===== config.mk =====
export PLATFORM = sky130hd
export DESIGN_NAME = lbg_front
export DESIGN_NICKNAME = d
export VERILOG_FILES = /design/src/sv/lbg_pkg.sv /design/src/sv/lbg_front.sv
export SDC_FILE = /design/constraint.sdc
export NUM_CORES = 1
export LEC_CHECK = 0
export BUFFER_PORTS_ARGS = -buffer_cell sky130_fd_sc_hd__buf_4
export CORE_MARGIN = 2
export CORE_UTILIZATION = 64
export CTS_CLUSTER_SIZE = 40
export DETAILED_ROUTE_END_ITERATION = 10
export GPL_TIMING_DRIVEN = 0
export PLACE_DENSITY = 0.95
export SYNTH_ARGS = -nofsm -noshare
export SYNTH_HDL_FRONTEND = slang
export SYNTH_SLANG_ARGS = --single-unit

===== constraint.sdc =====
create_clock -name clk -period 14.05 [get_ports clk]
set_clock_uncertainty 0.2 [all_clocks]
set_input_delay 2.81 -clock clk [delete_from_list [all_inputs] [get_ports clk]]
set_output_delay 2.81 -clock clk [all_outputs]
set_load 0.01 [all_outputs]

===== src/sv/lbg_pkg.sv =====
// Shared constants, tables and types of the beam-to-grid block.
`default_nettype none
package lbg_pkg;

  localparam int GRID_DIM      = 1024;
  localparam int MAX_BEAMS     = 1024;
  localparam int CORDIC_STAGES = 16;
  localparam int ROW_MARGIN    = 30;

  localparam int ATAN_ENTRIES   = 24;
  localparam int GAIN_Q16       = 39796;
  localparam int CELL_DIV       = 10 * 65536;
  localparam int RANGE_GUARD_MM = 100;
  localparam int FOLD_LIMIT     = 16384;
  localparam int HALF_TURN      = 32768;
  localparam int ROW_TOP        = GRID_DIM - ROW_MARGIN - 1;

  // datapath widths: vector in Q16 mm with CORDIC growth, angle 2^32 per turn
  localparam int XW = 36;
  localparam int ZW = 33;
  localparam int CELL_W = 10;

  localparam int FRONT_STAGES = 2;
  localparam int CELL_STAGES  = 4;
  localparam int PIPE_STAGES  = FRONT_STAGES + CORDIC_STAGES + CELL_STAGES;

  localparam int CFG_IW = 4;
  localparam int CFG_DW = 16;

  typedef enum logic [CFG_IW-1:0] {
    CFG_ANGLE_START       = 4'd0,
    CFG_ANGLE_STEP        = 4'd1,
    CFG_RANGE_FLOOR_MM    = 4'd2,
    CFG_RANGE_CEILING_MM  = 4'd3,
    CFG_ORIGIN_COL        = 4'd4,
    CFG_ORIGIN_ROW_OFFSET = 4'd5,
    CFG_NEAR_LIMIT        = 4'd6,
    CFG_FAR_LIMIT         = 4'd7
  } cfg_reg_t;

  localparam logic signed [ZW-1:0] ATAN [ATAN_ENTRIES] = '{
    33'sd536870912, 33'sd316933406, 33'sd167458907, 33'sd85004756,
    33'sd42667331,  33'sd21354465,  33'sd10679838,  33'sd5340245,
    33'sd2670163,   33'sd1335087,   33'sd667544,    33'sd333772,
    33'sd166886,    33'sd83443,     33'sd41722,     33'sd20861,
    33'sd10430,     33'sd5215,      33'sd2608,      33'sd1304,
    33'sd652,       33'sd326,       33'sd163,       33'sd81
  };

  typedef struct packed {
    logic [15:0] range_mm;
    logic [9:0]  beam_index;
    logic        scan_end;
  } beam_t;

  typedef struct packed {
    logic              hit;
    logic [CELL_W-1:0] cell_col;
    logic [CELL_W-1:0] cell_row;
    logic              scan_done;
  } cell_t;

  typedef struct packed {
    logic [15:0]        angle_start;
    logic [15:0]        angle_step;
    logic [15:0]        range_floor_mm;
    logic [15:0]        range_ceiling_mm;
    logic [9:0]         origin_col;
    logic signed [10:0] origin_row_offset;
    logic [9:0]         near_limit;
    logic [10:0]        far_limit;
  } cfg_t;

  typedef struct packed {
    logic signed [XW-1:0] x;
    logic signed [XW-1:0] y;
    logic signed [ZW-1:0] z;
    logic                 ok;
    logic                 scan_end;
  } rot_t;

endpackage
`default_nettype wire


===== src/sv/lbg_front.sv =====
// Front stages: range gate, beam angle, quadrant fold and start vector.
`default_nettype none
module lbg_front (
  input  logic                              clk,
  input  logic                              rst,
  input  lbg_pkg::cfg_t                     cfg,
  input  logic [lbg_pkg::FRONT_STAGES-1:0]  load,
  input  logic                              in_valid,
  input  lbg_pkg::beam_t                    in_item,
  output logic [lbg_pkg::FRONT_STAGES-1:0]  valid,
  output lbg_pkg::rot_t                     out_rot
);
  import lbg_pkg::*;

  // stage A
  logic [15:0] a_range;
  logic [15:0] a_mul;
  logic        a_ok;
  logic        a_end;

  logic [25:0]        prod;
  logic signed [17:0] ceil_lim;
  logic               range_ok;

  always_comb begin
    prod     = 26'(in_item.beam_index) * 26'(cfg.angle_step);
    ceil_lim = $signed({2'b00, cfg.range_ceiling_mm}) - 18'(RANGE_GUARD_MM);
    range_ok = (in_item.range_mm > cfg.range_floor_mm) &&
               ($signed({2'b00, in_item.range_mm}) < ceil_lim) &&
               (32'(in_item.beam_index) < MAX_BEAMS);
  end

  always_ff @(posedge clk) begin
    if (rst) begin
      valid[0] <= 1'b0;
    end else if (load[0]) begin
      valid[0] <= in_valid;
    end
  end

  always_ff @(posedge clk) begin
    if (load[0]) begin
      a_range <= in_item.range_mm;
      a_mul   <= prod[15:0];
      a_ok    <= range_ok;
      a_end   <= in_item.scan_end;
    end
  end

  // stage B
  logic [15:0]          a16;
  logic signed [16:0]   z16;
  logic                 fold;
  logic [31:0]          mag;
  rot_t                 rot_next;

  always_comb begin
    a16  = cfg.angle_start + a_mul;
    fold = 1'b0;
    z16  = 17'($signed(a16));
    // fold beyond a quarter turn back by a half turn
    if ($signed(a16) > 16'(FOLD_LIMIT)) begin
      z16  = 17'($signed(a16)) - 17'(HALF_TURN);
      fold = 1'b1;
    end else if ($signed(a16) < -16'(FOLD_LIMIT)) begin
      z16  = 17'($signed(a16)) + 17'(HALF_TURN);
      fold = 1'b1;
    end
    mag = 32'(a_range) * 32'(GAIN_Q16);
    rot_next.x        = fold ? -$signed(XW'(mag)) : $signed(XW'(mag));
    rot_next.y        = '0;
    rot_next.z        = {z16, 16'b0};
    rot_next.ok       = a_ok;
    rot_next.scan_end = a_end;
  end

  always_ff @(posedge clk) begin
    if (rst) begin
      valid[1] <= 1'b0;
    end else if (load[1]) begin
      valid[1] <= valid[0];
    end
  end

  always_ff @(posedge clk) begin
    if (load[1]) begin
      out_rot <= rot_next;
    end
  end

endmodule
`default_nettype wire


==> flow_metrics.env, run 1 <==
export IMPL_outcome="finished, final reports clean"
export IMPL_via_count=11400
export IMPL_cts_path_max_buffers=2
export IMPL_critPathCapture="out_rot[104]"
export IMPL_die_h_um=153
export IMPL_cts_root_buf="clkbuf_16"
export IMPL_post_cts_buffers=0
export IMPL_crit_family="adder cells"
export IMPL_grt_pass1_vias=11800
export IMPL_final_seq_area_sq_mm=0.00265
export IMPL_rsz0062_at_grt="no"
export IMPL_fin_util=0.741
export IMPL_setup_violations_final=0
export IMPL_grt_max_degree=55
export IMPL_crit_top_cell="inv_1"
export IMPL_reg2reg_to="out_rot[104]"
export IMPL_totalWireLength_um=35600
export IMPL_post_route_drc_count=0
export IMPL_end_kind="flop"
export IMPL_clk_latency_ns=0.36
export IMPL_maxCapViolCount=0
export IMPL_grt_use_met1=0.381
export IMPL_netlist_area_sq_mm=0.0143
export IMPL_hpwlAfterDp_um=29200
export IMPL_cp_num_cells=23
export IMPL_r2r_slack_ns=5.97
export IMPL_place_gp_congestion=0.946
export IMPL_synthDistinctLibCells=87
export IMPL_grtUsageTotal=0.305
export IMPL_fill_cells=1494
export IMPL_met2_usage=0.527
export IMPL_min_from="a_ok"
export IMPL_reg2reg_from="a_range[9]"
export IMPL_crit_path_start="a_range[9]"
export IMPL_grt_pass1_wl_um=57500
export IMPL_ys_ff_latch=89
export IMPL_ys_async_sr_fraction=0
export IMPL_antenna_cells=0
export IMPL_multi_input_area_sq_mm=0.0102
export IMPL_relSlewSlack=0.220
export IMPL_top_usage_layer="met2"
export IMPL_critPathKind="flop to flop"
export IMPL_finalHoldViolCount=0
export IMPL_die_area_sq_mm=0.0235
export IMPL_rows=54
export IMPL_syn2layout_area_growth_pct=13.5
export IMPL_final_max_slew_viol_count=0
export IMPL_cp_slowest_stage_delay_ns=1.00
export IMPL_cts_tree="yes"
export IMPL_final_common_cell="inv_1"
export IMPL_r2r_cells=23
export IMPL_viasPerCell=5.77
export IMPL_clock_sinks=89
export IMPL_final_cell_mix="279 x inv_1, 196 x buf_4, 194 x ha_1"
export IMPL_cts_resized=0
export IMPL_yosys_warnings=0
export IMPL_antenna_found_initial=0
export IMPL_cts_hold_buf=0
export IMPL_dr_pass1_iters=7
export IMPL_yosysSeqAreaShare=0.186
export IMPL_dieWidth_um=153
export IMPL_tightestPinTransition_ns=1.14
export IMPL_io_pins=247
export IMPL_postSynthCellCount=1492
export IMPL_critPathRequiredTime_ns=13.95
export IMPL_drive_gt1_frac=0.149
export IMPL_arrival_ns=7.98
export IMPL_overflow=0
export IMPL_ys_flop_type="edfxtp_1"
export IMPL_postRouteAntennaNets=0
export IMPL_io_buffer_count=141
export IMPL_fin_crit_sh=0.575
export IMPL_clk_pin_slew_ns=0.07
export IMPL_initial_core_util=0.653
export IMPL_fmax_ghz=0.124
export IMPL_drt_iter0_drc=802
export IMPL_fin_nets=2190
export IMPL_setup_tns_ns=0
export IMPL_synth_edf_count=87
export IMPL_grt_use_met3=0.0431
export IMPL_path_max_fanout=7
export IMPL_worstPathBufferInverterCount=8
export IMPL_core_sq_mm=0.0218
export IMPL_htree_levels=3
export IMPL_critPathSlowestCell="a2111oi_0"
export IMPL_min_path_type="flop to flop"
export IMPL_critPathLaunchType="flop"
export IMPL_wl_per_cell_um=17.9
export IMPL_syn_area_per_cell_sq_um=9.55
export IMPL_cts_buffers=9
export IMPL_period_needed_ns=8.08
export IMPL_path_cells="inv_1 > fa_1 > inv_1 > ha_1 > inv_1 > fa_1 > inv_1 > fa_1 > fa_1 > inv_1 > fa_1 > inv_1 > ha_1 > buf_2 > nand4_1 > or3_1 > a2111oi_0 > o31ai_1 > xor2_1 > o21ai_2 > or3_1 > buf_2 > o41a_1"
## routing by layer
metal | part of all wire | up-vias
met3 | 0.072 | 146
li1 | - | 5281
met4 | 0.046 | 0
met1 | 0.39 | 5420
met2 | 0.49 | 590
met5 | 0 | -
## state kept, by name (all words and copies together), names as in the netlist
name,flops
out_rot,53
a_mul,16
a_range,16
a_ok,1
valid,2
a_end,1
## worst min path at each step
stage / endpoint / slack (ns) / cells past startpoint
2_1_floorplan: out_rot[0] / 0.20 / 0
6_report: out_rot[1] / 0.23 / 0
3_3_place_gp: out_rot[1] / 0.21 / 0
4_1_cts: out_rot[1] / 0.22 / 0
3_5_place_dp: out_rot[1] / 0.22 / 0
5_1_grt: out_rot[1] / 0.25 / 0
## metrics by stage
stage                     hold slack, ns  worst slack, ns  area [sq um]  instances
final                              0.226             5.97         16200       1982
after global placement             0.208             6.01         15900       1966
after floorplan                    0.200             6.52         14500       1545
after CTS                          0.225             6.04         16200       1982
after global routing               0.245             5.69         16200       1982
after detailed placement           0.222             5.88         15900       1966
## synth_stat cells (13+ instances only)
cell type	instances	area (sq um)
inv_1	279	1050
ha_1	194	2430
fa_1	161	3220
nand2_1	131	492
edfxtp_1	87	2610
xnor2_1	65	569
buf_4	55	413
and2_1	52	325
a21oi_1	48	240
nor2_1	46	173
o21ai_0	30	150
nor3_1	29	145
a21o_1	26	195
nand3_1	26	130
xor2_1	25	219
clkbuf_1	21	78.8
o21a_1	16	120
or3_1	13	81.3
## kinds of logic (layout without fill, tap and decap cells)
logic type	count (synthesis)	after routing	synth area share
buffers and inverters	365	522	0.114
AND/OR/NAND/NOR	363	363	0.130
adder cells (fa/ha/maj)	355	355	0.396
AO/OA/AOI/OAI	226	226	0.116
XOR/XNOR	90	90	0.0553
flip-flops	89	89	0.186
multiplexers	3	3	0.00211
other	1	54	0.000263
## layout make-up
type                       instances  share of cell area
clock buffer                       9              0.0139
buffer                            86              0.0353
inverter                         279              0.0648
tap                              280              0.0217
clock inverter                     7             0.00526
sequential                        89               0.164
timing repair buffer             141              0.0655
multi-input combinational       1091               0.630
Power of run 1 is not shown: default switching activity piles up to over one toggle a cycle in this logic, so the estimate is an artifact.
==> run 2: changes to the inputs <==
CORE_UTILIZATION = 59   (was 64)
PLACE_DENSITY = 0.94   (was 0.95)
clock period = 8.1 ns   (was 14.05 ns; I/O delays follow)
==> flow_metrics.env, run 2 (synthesis results as in run 1) <==
export IMPL_layoutNonFillerInstCount=2021
export IMPL_setup_tns_ns=0
export IMPL_outcome="finished, final reports clean"
export IMPL_cts_buffers=9
export IMPL_htree_levels=3
export IMPL_postRouteAntennaNets=0
export IMPL_relSlewSlack=0.473
export IMPL_critPathRequiredTime_ns=7.99
export IMPL_clk_pin_slew_ns=0.07
export IMPL_cts_path_max_buffers=2
export IMPL_min_from="a_ok"
export IMPL_final_max_slew_viol_count=0
export IMPL_wl_per_cell_um=16.9
export IMPL_final_cell_mix="279 x inv_1, 196 x buf_4, 194 x ha_1"
export IMPL_min_path_type="flop to flop"
export IMPL_totalWireLength_um=34200
export IMPL_viasPerCell=5.59
export IMPL_dp_cells=2005
export IMPL_initial_core_util=0.604
export IMPL_largest_reg_flops=53
export IMPL_post_route_drc_count=0
export IMPL_top_register="out_rot"
export IMPL_place_area_sq_mm=0.0159
export IMPL_maxCapViolCount=0
export IMPL_core_sq_mm=0.0236
export IMPL_dp_slack_ns=0.246
export IMPL_reg2reg_from="a_range[9]"
export IMPL_path_max_fanout=7
export IMPL_worstPathBufferInverterCount=8
export IMPL_layout_setup_ws_ns=0.358
export IMPL_antenna_found_initial=0
export IMPL_cts_tree="yes"
export IMPL_drt_iter0_drc=749
export IMPL_crit_path_start="a_range[9]"
export IMPL_post_cts_buffers=0
export IMPL_grt_pass1_wl_um=56700
export IMPL_clock_sinks=89
export IMPL_critPathKind="flop to flop"
export IMPL_rows=56
export IMPL_io_buffer_count=141
export IMPL_tightestPinTransition_ns=0.788
export IMPL_io_pins=247
export IMPL_fin_nets=2190
export IMPL_syn2layout_area_growth_pct=13.7
export IMPL_crit_family="adder cells"
export IMPL_path_cells="inv_1 > fa_1 > inv_1 > ha_1 > inv_1 > fa_1 > inv_1 > fa_1 > fa_1 > inv_1 > fa_1 > inv_1 > ha_1 > buf_2 > nand4_1 > or3_1 > a2111oi_1 > o31ai_1 > xor2_1 > o21ai_2 > or3_1 > buf_2 > o41a_1"
export IMPL_cp_slowest_stage_delay_ns=0.75
export IMPL_hpwlAfterDp_um=28600
export IMPL_finalHoldViolCount=0
export IMPL_cts_root_buf="clkbuf_16"
export IMPL_fin_crit_sh=0.956
export IMPL_design_area_sq_mm=0.0162
export IMPL_grt_max_degree=55
export IMPL_fmax_ghz=0.129
export IMPL_clk_latency_ns=0.36
export IMPL_die_area_sq_mm=0.0254
export IMPL_drive_gt1_frac=0.147
export IMPL_overflow=0
export IMPL_setup_violations_final=0
export IMPL_antenna_cells=0
export IMPL_grt_pass1_vias=11900
export IMPL_arrival_ns=7.63
export IMPL_dieWidth_um=159
export IMPL_final_common_cell="inv_1"
export IMPL_top_regs="out_rot x53, a_mul x16, a_range x16"
export IMPL_die_h_um=159
export IMPL_rsz0062_at_grt="no"
export IMPL_period_needed_ns=7.74
export IMPL_critPathSlowestCell="a2111oi_1"
export IMPL_end_kind="flop"
export IMPL_critPathLaunchType="flop"
export IMPL_dr_pass1_iters=5
export IMPL_crit_top_cell="inv_1"
export IMPL_place_gp_congestion=0.925
export IMPL_grtUsageTotal=0.274
export IMPL_via_count=11300
[run 2: changes by cell type in the layout (fill, tap and decap cells not counted)]
cell       change
inv_6          -1
clkinv_4       +1
inv_8          -2
a2111oi_1      +1
a2111oi_0      -1
clkinv_1       +2
[run 2: through the flow]
stage / hold slack (ns) / utilization
2_1_floorplan: 0.200 / -
3_3_place_gp: 0.205 / 0.674
3_5_place_dp: 0.213 / 0.674
4_1_cts: 0.233 / 0.686
5_1_grt: 0.243 / 0.686
6_report: 0.227 / 0.686
[run 2: worst paths after layout]
| kind | cells past startpoint | end | slack (ns) |
|---|---|---|---|
| worst max register to register | 23 | out_rot[104] | 0.36 |
| worst max-delay path | 23 | out_rot[104] | 0.36 |
| worst min register to register | 0 | out_rot[1] | 0.23 |
| worst min-delay path | 0 | out_rot[1] | 0.23 |
[run 2: worst reg2reg max path: stages, from the launching register on]
cell and delay, ns:
edfxtp_1 0.48, inv_1 0.22, fa_1 0.57, inv_1 0.04
ha_1 0.28, inv_1 0.05, fa_1 0.53, inv_1 0.06
fa_1 0.46, fa_1 0.57, inv_1 0.07, fa_1 0.50
inv_1 0.04, ha_1 0.26, buf_2 0.17, nand4_1 0.20
or3_1 0.46, a2111oi_1 0.75, o31ai_1 0.18, xor2_1 0.33
o21ai_2 0.12, or3_1 0.37, buf_2 0.16, o41a_1 0.42
[run 2: final cells by class]
type,count,area [sq um]
inverter,279,1050
clock buffer,9,225
sequential,89,2650
clock inverter,7,70.1
tap,319,399
timing repair buffer,141,1060
buffer,86,571
fill,1722,7410
multi-input combinational,1091,10200
[run 2: timing repair]
action / CTS / global route
hold buffers: 0 / 0
resized for setup: 0 / 1
endpoints found under the setup margin: 0 / 5
[run 2: metal layers]
metal	track usage	wire length (um)
met1	0.340	13900
met2	0.476	16500
met3	0.0341	2290
met5	0	0
met4	0.131	1550
Power of run 2 is left out for the same reason.
