File: config.mk
export PLATFORM = sky130hd
export DESIGN_NAME = lbg_cell
export DESIGN_NICKNAME = d
export VERILOG_FILES = /design/src/sv/lbg_pkg.sv /design/src/sv/lbg_cell.sv
export SDC_FILE = /design/constraint.sdc
export NUM_CORES = 1
export LEC_CHECK = 0
export BUFFER_PORTS_ARGS = -buffer_cell sky130_fd_sc_hd__buf_2
export CAP_MARGIN = 40
export CORE_MARGIN = 1
export CORE_UTILIZATION = 37
export CTS_BUF_LIST = sky130_fd_sc_hd__clkbuf_16
export CTS_CLUSTER_DIAMETER = 80
export DETAILED_ROUTE_END_ITERATION = 10
export PLACE_DENSITY = 0.57
export SYNTH_ARGS = -nofsm -noshare
export SYNTH_HDL_FRONTEND = slang
export SYNTH_SLANG_ARGS = --single-unit
File: constraint.sdc
create_clock -name clk -period 6.6 [get_ports clk]
set_input_delay 0.99 -clock clk [delete_from_list [all_inputs] [get_ports clk]]
set_output_delay 0.99 -clock clk [all_outputs]
set_load 0.02 [all_outputs]
File: src/sv/lbg_pkg.sv
// Shared constants, tables and types of the beam-to-grid block.
`default_nettype none
package lbg_pkg;

  localparam int GRID_DIM      = 1024;
  localparam int MAX_BEAMS     = 1024;
  localparam int CORDIC_STAGES = 16;
  localparam int ROW_MARGIN    = 30;

  localparam int ATAN_ENTRIES   = 24;
  localparam int GAIN_Q16       = 39796;
  localparam int CELL_DIV       = 10 * 65536;
  localparam int RANGE_GUARD_MM = 100;
  localparam int FOLD_LIMIT     = 16384;
  localparam int HALF_TURN      = 32768;
  localparam int ROW_TOP        = GRID_DIM - ROW_MARGIN - 1;

  // datapath widths: vector in Q16 mm with CORDIC growth, angle 2^32 per turn
  localparam int XW = 36;
  localparam int ZW = 33;
  localparam int CELL_W = 10;

  localparam int FRONT_STAGES = 2;
  localparam int CELL_STAGES  = 4;
  localparam int PIPE_STAGES  = FRONT_STAGES + CORDIC_STAGES + CELL_STAGES;

  localparam int CFG_IW = 4;
  localparam int CFG_DW = 16;

  typedef enum logic [CFG_IW-1:0] {
    CFG_ANGLE_START       = 4'd0,
    CFG_ANGLE_STEP        = 4'd1,
    CFG_RANGE_FLOOR_MM    = 4'd2,
    CFG_RANGE_CEILING_MM  = 4'd3,
    CFG_ORIGIN_COL        = 4'd4,
    CFG_ORIGIN_ROW_OFFSET = 4'd5,
    CFG_NEAR_LIMIT        = 4'd6,
    CFG_FAR_LIMIT         = 4'd7
  } cfg_reg_t;

  localparam logic signed [ZW-1:0] ATAN [ATAN_ENTRIES] = '{
    33'sd536870912, 33'sd316933406, 33'sd167458907, 33'sd85004756,
    33'sd42667331,  33'sd21354465,  33'sd10679838,  33'sd5340245,
    33'sd2670163,   33'sd1335087,   33'sd667544,    33'sd333772,
    33'sd166886,    33'sd83443,     33'sd41722,     33'sd20861,
    33'sd10430,     33'sd5215,      33'sd2608,      33'sd1304,
    33'sd652,       33'sd326,       33'sd163,       33'sd81
  };

  typedef struct packed {
    logic [15:0] range_mm;
    logic [9:0]  beam_index;
    logic        scan_end;
  } beam_t;

  typedef struct packed {
    logic              hit;
    logic [CELL_W-1:0] cell_col;
    logic [CELL_W-1:0] cell_row;
    logic              scan_done;
  } cell_t;

  typedef struct packed {
    logic [15:0]        angle_start;
    logic [15:0]        angle_step;
    logic [15:0]        range_floor_mm;
    logic [15:0]        range_ceiling_mm;
    logic [9:0]         origin_col;
    logic signed [10:0] origin_row_offset;
    logic [9:0]         near_limit;
    logic [10:0]        far_limit;
  } cfg_t;

  typedef struct packed {
    logic signed [XW-1:0] x;
    logic signed [XW-1:0] y;
    logic signed [ZW-1:0] z;
    logic                 ok;
    logic                 scan_end;
  } rot_t;

endpackage
`default_nettype wire

File: src/sv/lbg_cell.sv
// Back stages: scale to centimetre cells, bounds checks, row mapping.
`default_nettype none
module lbg_cell (
  input  logic                             clk,
  input  logic                             rst,
  input  lbg_pkg::cfg_t                    cfg,
  input  logic [lbg_pkg::CELL_STAGES-1:0]  load,
  input  logic                             in_valid,
  input  lbg_pkg::rot_t                    in_rot,
  output logic [lbg_pkg::CELL_STAGES-1:0]  valid,
  output lbg_pkg::cell_t                   out_item
);
  import lbg_pkg::*;

  localparam int NW = XW + 1;          // numerator with origin term
  localparam int VW = NW - 17;         // magnitude after dropping Q16 fraction
  localparam int QW = VW - 3;          // quotient by ten
  localparam int SW = QW + 2;          // signed cell coordinate
  localparam int RK = VW + 5;          // reciprocal shift
  localparam int RW = RK - 3;          // reciprocal width
  localparam logic [RW-1:0] RECIP10 = RW'((64'(1) << RK) / 64'(10));

  typedef struct packed {
    logic          neg_c;
    logic          neg_f;
    logic [VW-1:0] vc;
    logic [VW-1:0] vf;
    logic          ok;
    logic          scan_end;
  } mag_t;

  typedef struct packed {
    logic          neg_c;
    logic          neg_f;
    logic [VW-1:0] vc;
    logic [VW-1:0] vf;
    logic [QW-1:0] qc;
    logic [QW-1:0] qf;
    logic          ok;
    logic          scan_end;
  } quot_t;

  typedef struct packed {
    logic signed [SW-1:0] cx;
    logic signed [SW-1:0] fy;
    logic                 ok;
    logic                 scan_end;
  } coord_t;

  // the estimate is low by at most one; one compare fixes it
  function automatic logic [QW-1:0] fix_q(input logic [VW-1:0] v, input logic [QW-1:0] q0);
    logic [VW-1:0] rem;
    rem = v - VW'(q0) * VW'(10);
    return (rem >= VW'(10)) ? q0 + QW'(1) : q0;
  endfunction

  // stage 1: numerators, sign and magnitude in whole millimetres
  logic signed [NW-1:0] col_base, row_base, ncol, nfy, acol, afy;
  mag_t                 m_next, m_r;

  always_comb begin
    col_base = $signed(NW'(cfg.origin_col) * NW'(CELL_DIV));
    row_base = NW'(cfg.origin_row_offset) * NW'(CELL_DIV);
    ncol     = col_base - NW'($signed(in_rot.y));
    nfy      = row_base + NW'($signed(in_rot.x));
    acol     = ncol[NW-1] ? -ncol : ncol;
    afy      = nfy[NW-1] ? -nfy : nfy;
    m_next.neg_c    = ncol[NW-1];
    m_next.neg_f    = nfy[NW-1];
    m_next.vc       = acol[NW-2:16];
    m_next.vf       = afy[NW-2:16];
    m_next.ok       = in_rot.ok;
    m_next.scan_end = in_rot.scan_end;
  end

  // stage 2: reciprocal multiply
  logic [VW+RW-1:0] pc, pf;
  quot_t            q_next, q_r;

  always_comb begin
    pc = (VW+RW)'(m_r.vc) * (VW+RW)'(RECIP10);
    pf = (VW+RW)'(m_r.vf) * (VW+RW)'(RECIP10);
    q_next.neg_c    = m_r.neg_c;
    q_next.neg_f    = m_r.neg_f;
    q_next.vc       = m_r.vc;
    q_next.vf       = m_r.vf;
    q_next.qc       = pc[RK +: QW];
    q_next.qf       = pf[RK +: QW];
    q_next.ok       = m_r.ok;
    q_next.scan_end = m_r.scan_end;
  end

  // stage 3: correction and sign, truncating toward zero
  logic [QW-1:0]        qc, qf;
  coord_t               c_next, c_r;

  always_comb begin
    qc = fix_q(q_r.vc, q_r.qc);
    qf = fix_q(q_r.vf, q_r.qf);
    c_next.cx       = q_r.neg_c ? -$signed(SW'(qc)) : $signed(SW'(qc));
    c_next.fy       = q_r.neg_f ? -$signed(SW'(qf)) : $signed(SW'(qf));
    c_next.ok       = q_r.ok;
    c_next.scan_end = q_r.scan_end;
  end

  // stage 4: bounds and row
  logic signed [SW-1:0] row;
  logic                 in_band;
  cell_t                o_next;

  always_comb begin
    row     = $signed(SW'(ROW_TOP)) - c_r.fy;
    in_band = c_r.ok &&
              (c_r.cx >= 0) && (c_r.cx < $signed(SW'(GRID_DIM))) &&
              (c_r.fy >= $signed(SW'(cfg.near_limit))) &&
              (c_r.fy < $signed(SW'(cfg.far_limit))) &&
              (row >= 0) && (row < $signed(SW'(GRID_DIM)));
    o_next.hit       = in_band;
    o_next.cell_col  = in_band ? c_r.cx[CELL_W-1:0] : '0;
    o_next.cell_row  = in_band ? row[CELL_W-1:0] : '0;
    o_next.scan_done = c_r.scan_end;
  end

  always_ff @(posedge clk) begin
    if (rst) begin
      valid <= '0;
    end else begin
      if (load[0]) valid[0] <= in_valid;
      if (load[1]) valid[1] <= valid[0];
      if (load[2]) valid[2] <= valid[1];
      if (load[3]) valid[3] <= valid[2];
    end
  end

  always_ff @(posedge clk) begin
    if (load[0]) m_r      <= m_next;
    if (load[1]) q_r      <= q_next;
    if (load[2]) c_r      <= c_next;
    if (load[3]) out_item <= o_next;
  end

endmodule
`default_nettype wire

==> results by group, run 1 <==
Outcome
  – Status: finished, violations left
  – Failing checks: setup timing

Synthesis
  – Top FF cell, synth: edfxtp_1
  – Synth warnings: 0
  – Ranking of synthesized cells by area: ha_1 (23%), edfxtp_1 (21%), fa_1 (15%)
  – Net count after synthesis: about 3500
  – Seq/Total Area, Yosys: 0.2122
  – Count leader, synth: ha_1
  – Synth top cells by count: ha_1 (489), inv_1 (381), fa_1 (193), edfxtp_1 (182), xnor2_1 (158)
  – Number of synthesized flops with an enable pin: 182
  – Synth area leader: ha_1
  – Post-synthesis register bit count: between 150 and 200
  – Syn_area_per_cell: 9.904 µm²
  – Synth cell types: 99
  – Asr flop ratio synth: 0
  – Mapped Cells: between 2000 and 3000
  – Synthesized area: about 0.026 mm²
  – Top cell type's share of synthesized area: 0.2342

GRT
  – Remaining Overflow, GRT: 0
  – Initial antenna violation count: 6
  – GR Util All Layers: 0.1780
  – Largest net degree at the start of global routing: 70
  – First-pass GRT wire length: 102.7 mm
  – Vias in the first global route: 21290

Routing
  – ANT nets after route: 0
  – Drt total wl: 62.49 mm
  – Via count: 20500
  – Iter 0 DRT Violations: 801
  – WL per Instance: 15.45 µm
  – Via density per instance: 5.069
  – First-pass DRT Iterations: 6
  – Drt drc: 0

Timing
  – Relative slew slack: 0.3987
  – Max Clock Freq: 0.1502 GHz
  – Actual slew at the worst max-slew pin: between 0.9 and 1 ns
  – Max-slew violation count: 0
  – Min cycle time layout: 6.656 ns
  – Final Hold Vio Count: 0
  – Crit share post-route: 1.009
  – RSZ-0062 raised after global routing: yes
  – Skew final: between 0.015 and 0.02 ns
  – Final-report setup violation count: 4
  – Worst Slack Setup Final: -0.05644 ns

Min path
  – Min-Delay Path Class: reg -> reg

Placement
  – IO buf count: ~150
  – Final Wtd Congestion: 0.9208
  – Post-Place Worst Slack: -0.5601 ns
  – Post-DP HPWL: 52.42 mm
  – Dpl cells: 3931

CTS
  – Total CTS buffers: 17
  – Maximum clock insertion buffer count: 2
  – Clock root buffer: clkbuf_16
  – Clock Latency Late Sink: 0.49 ns
  – CTS sink count: 186
  – H-tree Lvls: 4
  – Clock transition at path regs: around 0.09 ns
  – CTS Hold Bufs: 0
  – CTS tree: yes

Setup path
  – WP buf/inv: 4
  – Crit path arrival time: 6.89 ns
  – Crit end category: flip-flop
  – Required time of the worst setup path: slightly below 7 ns
  – Reg-to-reg slack, setup: -0.06 ns
  – Critical path's top delay family: adder cells
  – CP Class: reg -> reg
  – Worst setup SP type: flip-flop
  – Max incr delay on CP: 0.57 ns
  – CP Cell Sequence: buf_6 -> ha_4 -> fa_2 -> fa_1 -> inv_2 -> fa_2 -> inv_2 -> fa_2 -> fa_1 -> fa_1 -> ha_4 -> a22oi_2 -> nand4_1 -> a21oi_2 -> nor4_2 -> a311oi_2 -> buf_4 -> o21ai_4 -> a221oi_4 -> a2111oi_4 -> nor2_2 -> o311ai_4 -> a21oi_2 -> xnor2_1
  – Crit-path slowest cell: fa_1
  – Crit path max fanout: 3

Final layout
  – Share of cells above drive strength 1: 0.2414
  – FF/Latch Area: between 0.005 and 0.006 mm²
  – Area Overhead vs Synth: 22.90%
  – Combined area of the multi-input logic cells: between 0.02 and 0.025 mm²
  – Fillers: 6535
  – Non-filler cells, final: 4044
  – # nets final: between 3000 and 4000

Die
  – Die Wd: 267.7 µm
  – Die ar.: between 0.07 and 0.08 mm²
  – Total I/O pin count: 246
  – Core Area: between 0.06 and 0.07 mm²
  – Initial Utilization: 0.3737
  – Die Ht: 267.7 µm
  – Row count: 97

Run
  – Max-cap violations: 0
repair_timing:
item	CTS	global route
pin swaps	78	131
gates cloned	0	0
buffers inserted	46	37
setup endpoints to repair	44	48
resized for setup	86	162
placed cells by master, fill, tap and decap left out, drive strengths merged, types with 34 or more instances in the layout:
master | netlist | routed
a21o | 51 | 51
a21oi | 99 | 99
buf | 7 | 479
edfxtp | 182 | 182
fa | 193 | 193
ha | 489 | 489
inv | 381 | 386
nand2 | 97 | 97
nand3 | 51 | 51
nor2 | 118 | 118
nor3 | 56 | 56
o21a | 34 | 34
o21ai | 91 | 91
xnor2 | 158 | 158
xor2 | 69 | 69
final timing paths:
| check | startpoint | cells past startpoint | end |
|---|---|---|---|
| setup / recovery | m_r[8] | 24 | q_r[18] |
| hold / removal | c_next[0] | 0 | c_r[0] |
| setup reg to reg | m_r[8] | 24 | q_r[18] |
| hold reg to reg | c_next[0] | 0 | c_r[0] |
through the flow:
step / area, µm² / TNS (ns) / util / hold slack [ns]
finish: 32110 / -0.1122 / 0.4594 / 0.4311
detailed placement: 29810 / -10.60 / 0.4264 / 0.4059
floorplan: 26160 / 0 / - / 0.4003
CTS: 31120 / -0.7297 / 0.4452 / 0.4352
global route: 32110 / -4.107 / 0.4594 / 0.4448
global placement: 29790 / -7.463 / 0.4261 / 0.4128
cell type report:
type | count | share of cell area
Inverter | 382 | 0.04473
Multi-Input combinational cell | 2023 | 0.6250
Clock buffer | 17 | 0.01325
Sequential cell | 186 | 0.1727
Antenna cell | 1 | 0.00007793
Tap cell | 940 | 0.03663
Timing Repair Buffer | 480 | 0.1033
Clock inverter | 15 | 0.004325
logic make-up (layout without fill, tap and decap cells):
logic type / after synthesis / after routing / share of synthesized area
AND/OR/NAND/NOR: 584 / 584 / 0.1220
other: 0 / 1 / 0
buffers and inverters: 429 / 894 / 0.06187
flip-flops: 186 / 186 / 0.2122
adder cells (fa/ha/maj): 682 / 682 / 0.3821
AO/OA/AOI/OAI: 502 / 502 / 0.1348
XOR/XNOR: 227 / 227 / 0.07609
multiplexers: 28 / 28 / 0.01097
registers in the layout, indices dropped and copies added (netlist names):
signal	flops
q_r	74
m_r	44
c_r	40
out_item	22
valid	4
c_next	2
metal layers:
layer	GRT usage	routed length [µm]	vias up
met2	0.3138	30280	349
met1	0.2282	29230	9754
met3	0.02282	1904	79
met5	0	40	-
met4	0.04741	1032	8
li1	-	-	10310
Power of run 1 is left out: the tool's default activity adds up to more than one toggle a clock period on the data nets, which glitch-free logic cannot reach.
==> inputs of run 2 (changes only) <==
--- a/config.mk
+++ b/config.mk
@@ -12,7 +12,7 @@
 export CTS_BUF_LIST = sky130_fd_sc_hd__clkbuf_16
 export CTS_CLUSTER_DIAMETER = 80
 export DETAILED_ROUTE_END_ITERATION = 10
-export PLACE_DENSITY = 0.57
+export PLACE_DENSITY = 0.53
 export SYNTH_ARGS = -nofsm -noshare
 export SYNTH_HDL_FRONTEND = slang
 export SYNTH_SLANG_ARGS = --single-unit
==> run 2 against run 1 <==
Effect of this change:
- the flow still finishes with violations (setup timing)
- flip-flop and latch count unchanged
- non-clock buffer count increased by 15
- die area unchanged
- register-to-register slack got worse by 0.03 ns
- routed wire length increased by 0.41%
- clock skew decreased by 0.0078 ns
- critical path type unchanged
- largest cell class unchanged
- highest routed layer unchanged
==> results by group, run 2 (synthesized netlist as in run 1, its figures left out) <==
Final layout
  – Leading cell type in the layout, fill and taps excluded: ha_1 (unchanged)
  – Area Overhead vs Synth: 23.84% (was 22.90%)
  – # nets final: 4007 (was 3992)
  – Non-filler cells, final: 4060 (was 4044)
  – Biggest register: q_r (unchanged)
  – Number of flip-flops in the largest register: 74 (unchanged)
  – Top flop regs: q_r x74, m_r x44, c_r x40 (unchanged)
  – Share of cells above drive strength 1: 0.2457 (was 0.2414)
  – Commonest non-fill, non-tap cells in the layout: ha_1 (448), inv_1 (355), buf_4 (334), edfxtp_1 (182), fa_1 (165) (was ha_1 (449), inv_1 (361), buf_4 (313), edfxtp_1 (182), fa_1 (166))

Timing
  – Worst Slack Setup Final: -0.08600 ns (was -0.05644 ns)
  – Max-slew violation count: 0 (unchanged)
  – Max Clock Freq: 0.1496 GHz (was 0.1502 GHz)
  – Min cycle time layout: 6.686 ns (was 6.656 ns)
  – Skew final: 0.009827 ns (was 0.01759 ns)
  – Crit share post-route: 1.013 (was 1.009)
  – Relative slew slack: 0.3783 (was 0.3987)
  – RSZ-0062 raised after global routing: yes (unchanged)
  – Final Hold Vio Count: 0 (unchanged)
  – Actual slew at the worst max-slew pin: 0.9325 ns (was 0.9020 ns)
  – Final-report setup violation count: 4 (unchanged)

Setup path
  – Worst setup SP type: flip-flop (unchanged)
  – Cells on worst reg2reg path: 23 (was 24)
  – Crit path max fanout: 3 (unchanged)
  – Crit end category: flip-flop (unchanged)
  – Required time of the worst setup path: 6.82 ns (was 6.83 ns)
  – RR Startpoint: m_r[8] (unchanged)
  – Setup crit start: m_r[8] (unchanged)
  – CP Class: reg -> reg (unchanged)
  – Crit path arrival time: 6.91 ns (was 6.89 ns)

Placement
  – IO buf count: 148 (unchanged)
  – Dpl cells: 3960 (was 3931)
  – Post-DP HPWL: 53.36 mm (was 52.42 mm)
  – Final Wtd Congestion: 0.8820 (was 0.9208)

Min path
  – Hold depth: 0 (unchanged)
  – Hold path start: m_r[0] (was c_next[0])
  – Min-Delay Path Class: reg -> reg (unchanged)

Run
  – Max-cap violations: 0 (unchanged)

Routing
  – First-pass DRT Iterations: 5 (was 6)
  – Drt total wl: 62.75 mm (was 62.49 mm)
  – Via density per instance: 5.035 (was 5.069)
  – WL per Instance: 15.46 µm (was 15.45 µm)
  – ANT nets after route: 0 (unchanged)
  – Drt drc: 0 (unchanged)
  – Iter 0 DRT Violations: 663 (was 801)
  – Via count: 20440 (was 20500)

GRT
  – First-pass GRT wire length: 103.1 mm (was 102.7 mm)
  – Remaining Overflow, GRT: 0 (unchanged)
  – Largest net degree at the start of global routing: 71 (was 70)
  – Vias in the first global route: 21180 (was 21290)
  – GR Util All Layers: 0.1789 (was 0.1780)
  – Initial antenna violation count: 9 (was 6)

Die
  – Total I/O pin count: 246 (unchanged)
  – Initial Utilization: 0.3737 (unchanged)
  – Die ar.: 0.07168 mm² (unchanged)
  – Row count: 97 (unchanged)
  – Die Ht: 267.7 µm (unchanged)
  – Core Area: 0.06991 mm² (unchanged)
  – Die Wd: 267.7 µm (unchanged)

CTS
  – Clock transition at path regs: 0.07 ns (was 0.09 ns)
  – Maximum clock insertion buffer count: 2 (unchanged)
  – Total CTS buffers: 17 (unchanged)
  – Clock Latency Late Sink: 0.47 ns (was 0.49 ns)
  – CTS tree: yes (unchanged)
  – Clock root buffer: clkbuf_16 (unchanged)
  – CTS sink count: 186 (unchanged)
  – CTS Hold Bufs: 0 (unchanged)
  – H-tree Lvls: 4 (unchanged)

Outcome
  – Status: finished, violations left (unchanged)
  – Failing checks: setup timing (unchanged)
## run 2: changes by cell type in the layout (fill, tap and decap cells not counted), sizes merged
cell and change:
clkbuf -1, buf +16, clkinvlp +1, bufinv +2
clkinv -5, diode +2, inv +1
## run 2: routing by layer
metal  track usage  up-vias  wire [µm]
met5             0        -         53
met3       0.02254       66       1966
li1              -    10370          -
met4       0.04293       10        937
met1        0.2340     9703      29510
met2        0.3120      291      30280
## run 2: layout make-up
| cell class | count | area (µm²) |
|---|---|---|
| inverter | 382 | 1434 |
| fill | 6615 | 37550 |
| tap | 940 | 1176 |
| multi-input combinational | 2023 | 20150 |
| clock buffer | 17 | 425.4 |
| antenna | 3 | 7.507 |
| timing repair buffer | 495 | 3430 |
| clock inverter | 14 | 185.2 |
| sequential | 186 | 5545 |
## run 2: critical path, stage by stage, from the launching register on
cell       delay, ns
edfxtp_1        0.47
buf_6           0.16
ha_4            0.28
fa_2            0.47
fa_2            0.56
inv_2           0.04
fa_1            0.47
fa_1            0.55
inv_1           0.07
fa_1            0.48
ha_4            0.30
ha_4            0.20
a22oi_2         0.19
nand4_1         0.17
buf_4           0.19
a21oi_4         0.13
nor4_4          0.07
a311oi_4        0.38
o21ai_4         0.11
a221oi_4        0.34
a2111oi_4       0.15
or3_4           0.41
a21oi_2         0.16
xnor2_1         0.08
## run 2: metrics by stage
step                  util  hold WS, ns  TNS [ns]  worst slack, ns  instance area, µm²
finish              0.4629       0.4233   -0.1774         -0.08600               32360
global route        0.4628       0.4303    -5.175          -0.3491               32350
CTS                 0.4497       0.4231   -0.2198         -0.06533               31440
detailed placement  0.4298       0.4061    -9.382          -0.5094               30050
global placement    0.4291       0.4040    -5.989          -0.4086               30000
floorplan                -       0.4003         0         0.006890               26160
## run 2: repair_timing
action | CTS | global route
setup endpoints to repair | 41 | 45
gates resized for setup | 111 | 139
pin swaps | 104 | 115
buffers inserted | 35 | 32
## run 2: final timing paths
path	to	slack, ns
max	q_r[14]	-0.09
min	c_next[0]	0.42
max reg2reg	q_r[14]	-0.09
min reg2reg	c_next[0]	0.42
Power of run 2 is left out for the same reason.
==> inputs of run 3 (changes only) <==
--- a/config.mk
+++ b/config.mk
@@ -5,6 +5,7 @@
 export SDC_FILE = /design/constraint.sdc
 export NUM_CORES = 1
 export LEC_CHECK = 0
+export ABC_AREA = 1
 export BUFFER_PORTS_ARGS = -buffer_cell sky130_fd_sc_hd__buf_2
 export CAP_MARGIN = 40
 export CORE_MARGIN = 1
==> run 3 against run 2 <==
Effect of this change:
- the flow now finishes without violations
- die area up 8.8%
- fmax up 4.6%
- critical endpoint is now q_r[35]
- first-iteration DRC count is 44% higher
- setup slack better by 0.29 ns
- clock skew is 0.0056 ns higher
- via count up 10%
- area after synthesis increased by 8.9%
- design area down 3.0%
- synthesized cell count is 35% higher
==> results by group, run 3 <==
Outcome
  – Status: complete, no violations (was finished, violations left)

Placement
  – IO buf count: 148 (unchanged)
  – Final Wtd Congestion: 0.8751 (was 0.8820)
  – Post-DP HPWL: 59.58 mm (was 53.36 mm)

Die
  – Die ar.: 0.07800 mm² (was 0.07168 mm²)
  – Die Wd: 279.3 µm (was 267.7 µm)
  – Row count: 101 (was 97)
  – Die Ht: 279.3 µm (was 267.7 µm)
  – Core Area: 0.07595 mm² (was 0.06991 mm²)
  – Initial Utilization: 0.3746 (was 0.3737)
  – Total I/O pin count: 246 (unchanged)

Routing
  – Drt total wl: 67.72 mm (was 62.75 mm)
  – Drt drc: 0 (unchanged)
  – Via density per instance: 4.705 (was 5.035)
  – Via count: 22560 (was 20440)
  – First-pass DRT Iterations: 5 (unchanged)
  – Iter 0 DRT Violations: 954 (was 663)
  – WL per Instance: 14.12 µm (was 15.46 µm)
  – ANT nets after route: 0 (unchanged)

Timing
  – Max Clock Freq: 0.1564 GHz (was 0.1496 GHz)
  – Final-report setup violation count: 0 (was 4)
  – Relative slew slack: 0.4790 (was 0.3783)
  – Worst hold slack: 0.4170 ns (was 0.4233 ns)
  – Skew final: 0.01548 ns (was 0.009827 ns)
  – Final Hold Vio Count: 0 (unchanged)
  – Max-slew violation count: 0 (unchanged)
  – Actual slew at the worst max-slew pin: 0.7815 ns (was 0.9325 ns)
  – Crit share post-route: 0.9689 (was 1.013)
  – Min cycle time layout: 6.395 ns (was 6.686 ns)

Setup path
  – Crit path max fanout: 3 (unchanged)
  – Worst setup SP type: flip-flop (unchanged)
  – Crit end category: flip-flop (unchanged)
  – Required time of the worst setup path: 6.84 ns (was 6.82 ns)
  – Crit path arrival time: 6.64 ns (was 6.91 ns)
  – CP Class: reg -> reg (unchanged)

Min path
  – Min-Delay Path Class: reg -> reg (unchanged)

Synthesis
  – Post-synthesis compound-gate area fraction: 0.07675 (was 0.1348)
  – Adder-cell share of the synthesized area: 0.3509 (was 0.3821)
  – Net count after synthesis: 4462 (was 3540)
  – Synthesized area: 0.02845 mm² (was 0.02613 mm²)
  – Asr flop ratio synth: 0 (unchanged)
  – Post-synthesis register bit count: 186 (unchanged)
  – Mapped Cells: 3560 (was 2638)
  – Synth top cells by count: nand2_1 (699), inv_1 (672), ha_1 (489), nor2_1 (299), fa_1 (193) (was ha_1 (489), inv_1 (381), fa_1 (193), edfxtp_1 (182), xnor2_1 (158))
  – Syn_area_per_cell: 7.991 µm² (was 9.904 µm²)
  – Count leader, synth: nand2_1 (was ha_1)
  – Top cell type's share of synthesized area: 0.2151 (was 0.2342)
  – Number of synthesized flops with an enable pin: 182 (unchanged)
  – Xor and xnor fraction of the mapped netlist area: 0.06773 (was 0.07609)
  – Ranking of synthesized cells by area: ha_1 (22%), edfxtp_1 (19%), fa_1 (14%) (was ha_1 (23%), edfxtp_1 (21%), fa_1 (15%))
  – Largest family of logic cells by synthesized area: adder cells (unchanged)
  – Simple-gate area share of the yosys netlist: 0.2147 (was 0.1220)
  – Synth area leader: ha_1 (unchanged)
  – Synth cell types: 67 (was 99)
  – Top FF cell, synth: edfxtp_1 (unchanged)
  – Synth warnings: 0 (unchanged)
  – Seq/Total Area, Yosys: 0.1949 (was 0.2122)
  – Mux share of post-synthesis cell area: 0.001407 (was 0.01097)

Run
  – Max-cap violations: 0 (unchanged)

Final layout
  – Commonest non-fill, non-tap cells in the layout: nand2_1 (699), inv_1 (672), ha_1 (489), nor2_1 (299), fa_1 (191) (was ha_1 (448), inv_1 (355), buf_4 (334), edfxtp_1 (182), fa_1 (165))
  – Number of flip-flops in the largest register: 74 (unchanged)
  – Leading cell type in the layout, fill and taps excluded: nand2_1 (was ha_1)
  – # nets final: 4652 (was 4007)
  – Share of cells above drive strength 1: 0.09009 (was 0.2457)
  – Biggest register: q_r (unchanged)
  – Area Overhead vs Synth: 10.34% (was 23.84%)
  – Top flop regs: q_r x74, m_r x44, c_r x40 (unchanged)

CTS
  – Total CTS buffers: 17 (unchanged)
  – CTS sink count: 186 (unchanged)
  – Maximum clock insertion buffer count: 2 (unchanged)
  – Clock Latency Late Sink: 0.49 ns (was 0.47 ns)
  – CTS tree: yes (unchanged)
  – H-tree Lvls: 4 (unchanged)
  – Clock transition at path regs: 0.08 ns (was 0.07 ns)
  – Clock root buffer: clkbuf_16 (unchanged)

GRT
  – Vias in the first global route: 22450 (was 21180)
  – Largest net degree at the start of global routing: 69 (was 71)
  – GR Util All Layers: 0.1808 (was 0.1789)
  – First-pass GRT wire length: 113.0 mm (was 103.1 mm)
  – Remaining Overflow, GRT: 0 (unchanged)
  – Initial antenna violation count: 12 (was 9)
## run 3: area by class of cell
class	count	area (µm²)
well taps	1030	1289
diodes	2	5.005
clock buffers	17	425.4
inverters	686	2575
clock inverters	15	183.9
fillers	7894	44560
multi-input cells	2671	20290
flip-flops and latches	186	5545
repair buffers	188	1076
## run 3: repair_timing
item                                    CTS  global route
hold buffers                              0             0
gates resized for setup                   0            15
buffers inserted                          0             3
endpoints found under the setup margin    0             9
## run 3: routing by layer
layer | wire [µm] | track usage | part of all wire | vias up
li1 | - | - | - | 11970
met1 | 34110 | 0.2523 | 0.50 | 10170
met2 | 29940 | 0.2935 | 0.44 | 338
met3 | 2402 | 0.02351 | 0.035 | 72
met4 | 1194 | 0.04607 | 0.018 | 14
met5 | 75 | 0 | 0.0011 | -
## run 3: kinds of logic (layout without fill, tap and decap cells)
family          after synthesis  after routing
buf+inv                     703            906
flops                       186            186
fa+ha+maj                   682            682
mux                           4              4
simple gates               1384           1384
xor+xnor                    220            220
other cells                   0              2
compound gates              381            381
## run 3: path summary, 6_finish.rpt
check	startpoint	to	slack, ns	cells past startpoint
min	c_next[1]	c_r[1]	0.42	0
min reg2reg	c_next[1]	c_r[1]	0.42	0
max	m_r[41]	q_r[35]	0.21	23
max reg2reg	m_r[41]	q_r[35]	0.21	23
## run 3: critical path, stage by stage, from the launching register on
cell and delay (ns):
edfxtp_1 0.42, ha_1 0.31, inv_1 0.07, fa_1 0.50, fa_2 0.60, inv_1 0.07
fa_1 0.53, fa_1 0.59, inv_1 0.10, fa_1 0.52, fa_1 0.41, ha_1 0.33
nand2_1 0.09, nor2_1 0.13, inv_1 0.07, nor4_1 0.27, buf_4 0.20, nand4_1 0.14
o311ai_2 0.26, buf_4 0.19, nand2_1 0.05, nand2_1 0.07, a31oi_1 0.09, xor2_1 0.15
## run 3: per-stage QoR
stage	TNS, ns	setup slack, ns	util	cells	area (µm²)
final	0	0.2054	0.4133	4795	31390
after global routing	-0.006434	-0.006434	0.4133	4795	31390
after CTS	0	0.06725	0.4123	4790	31310
after detailed placement	0	0.1066	0.4042	4758	30700
after global placement	0	0.08387	0.4036	4756	30650
after floorplan	0	0.7102	-	3560	28450
Power of run 3 is left out for the same reason.
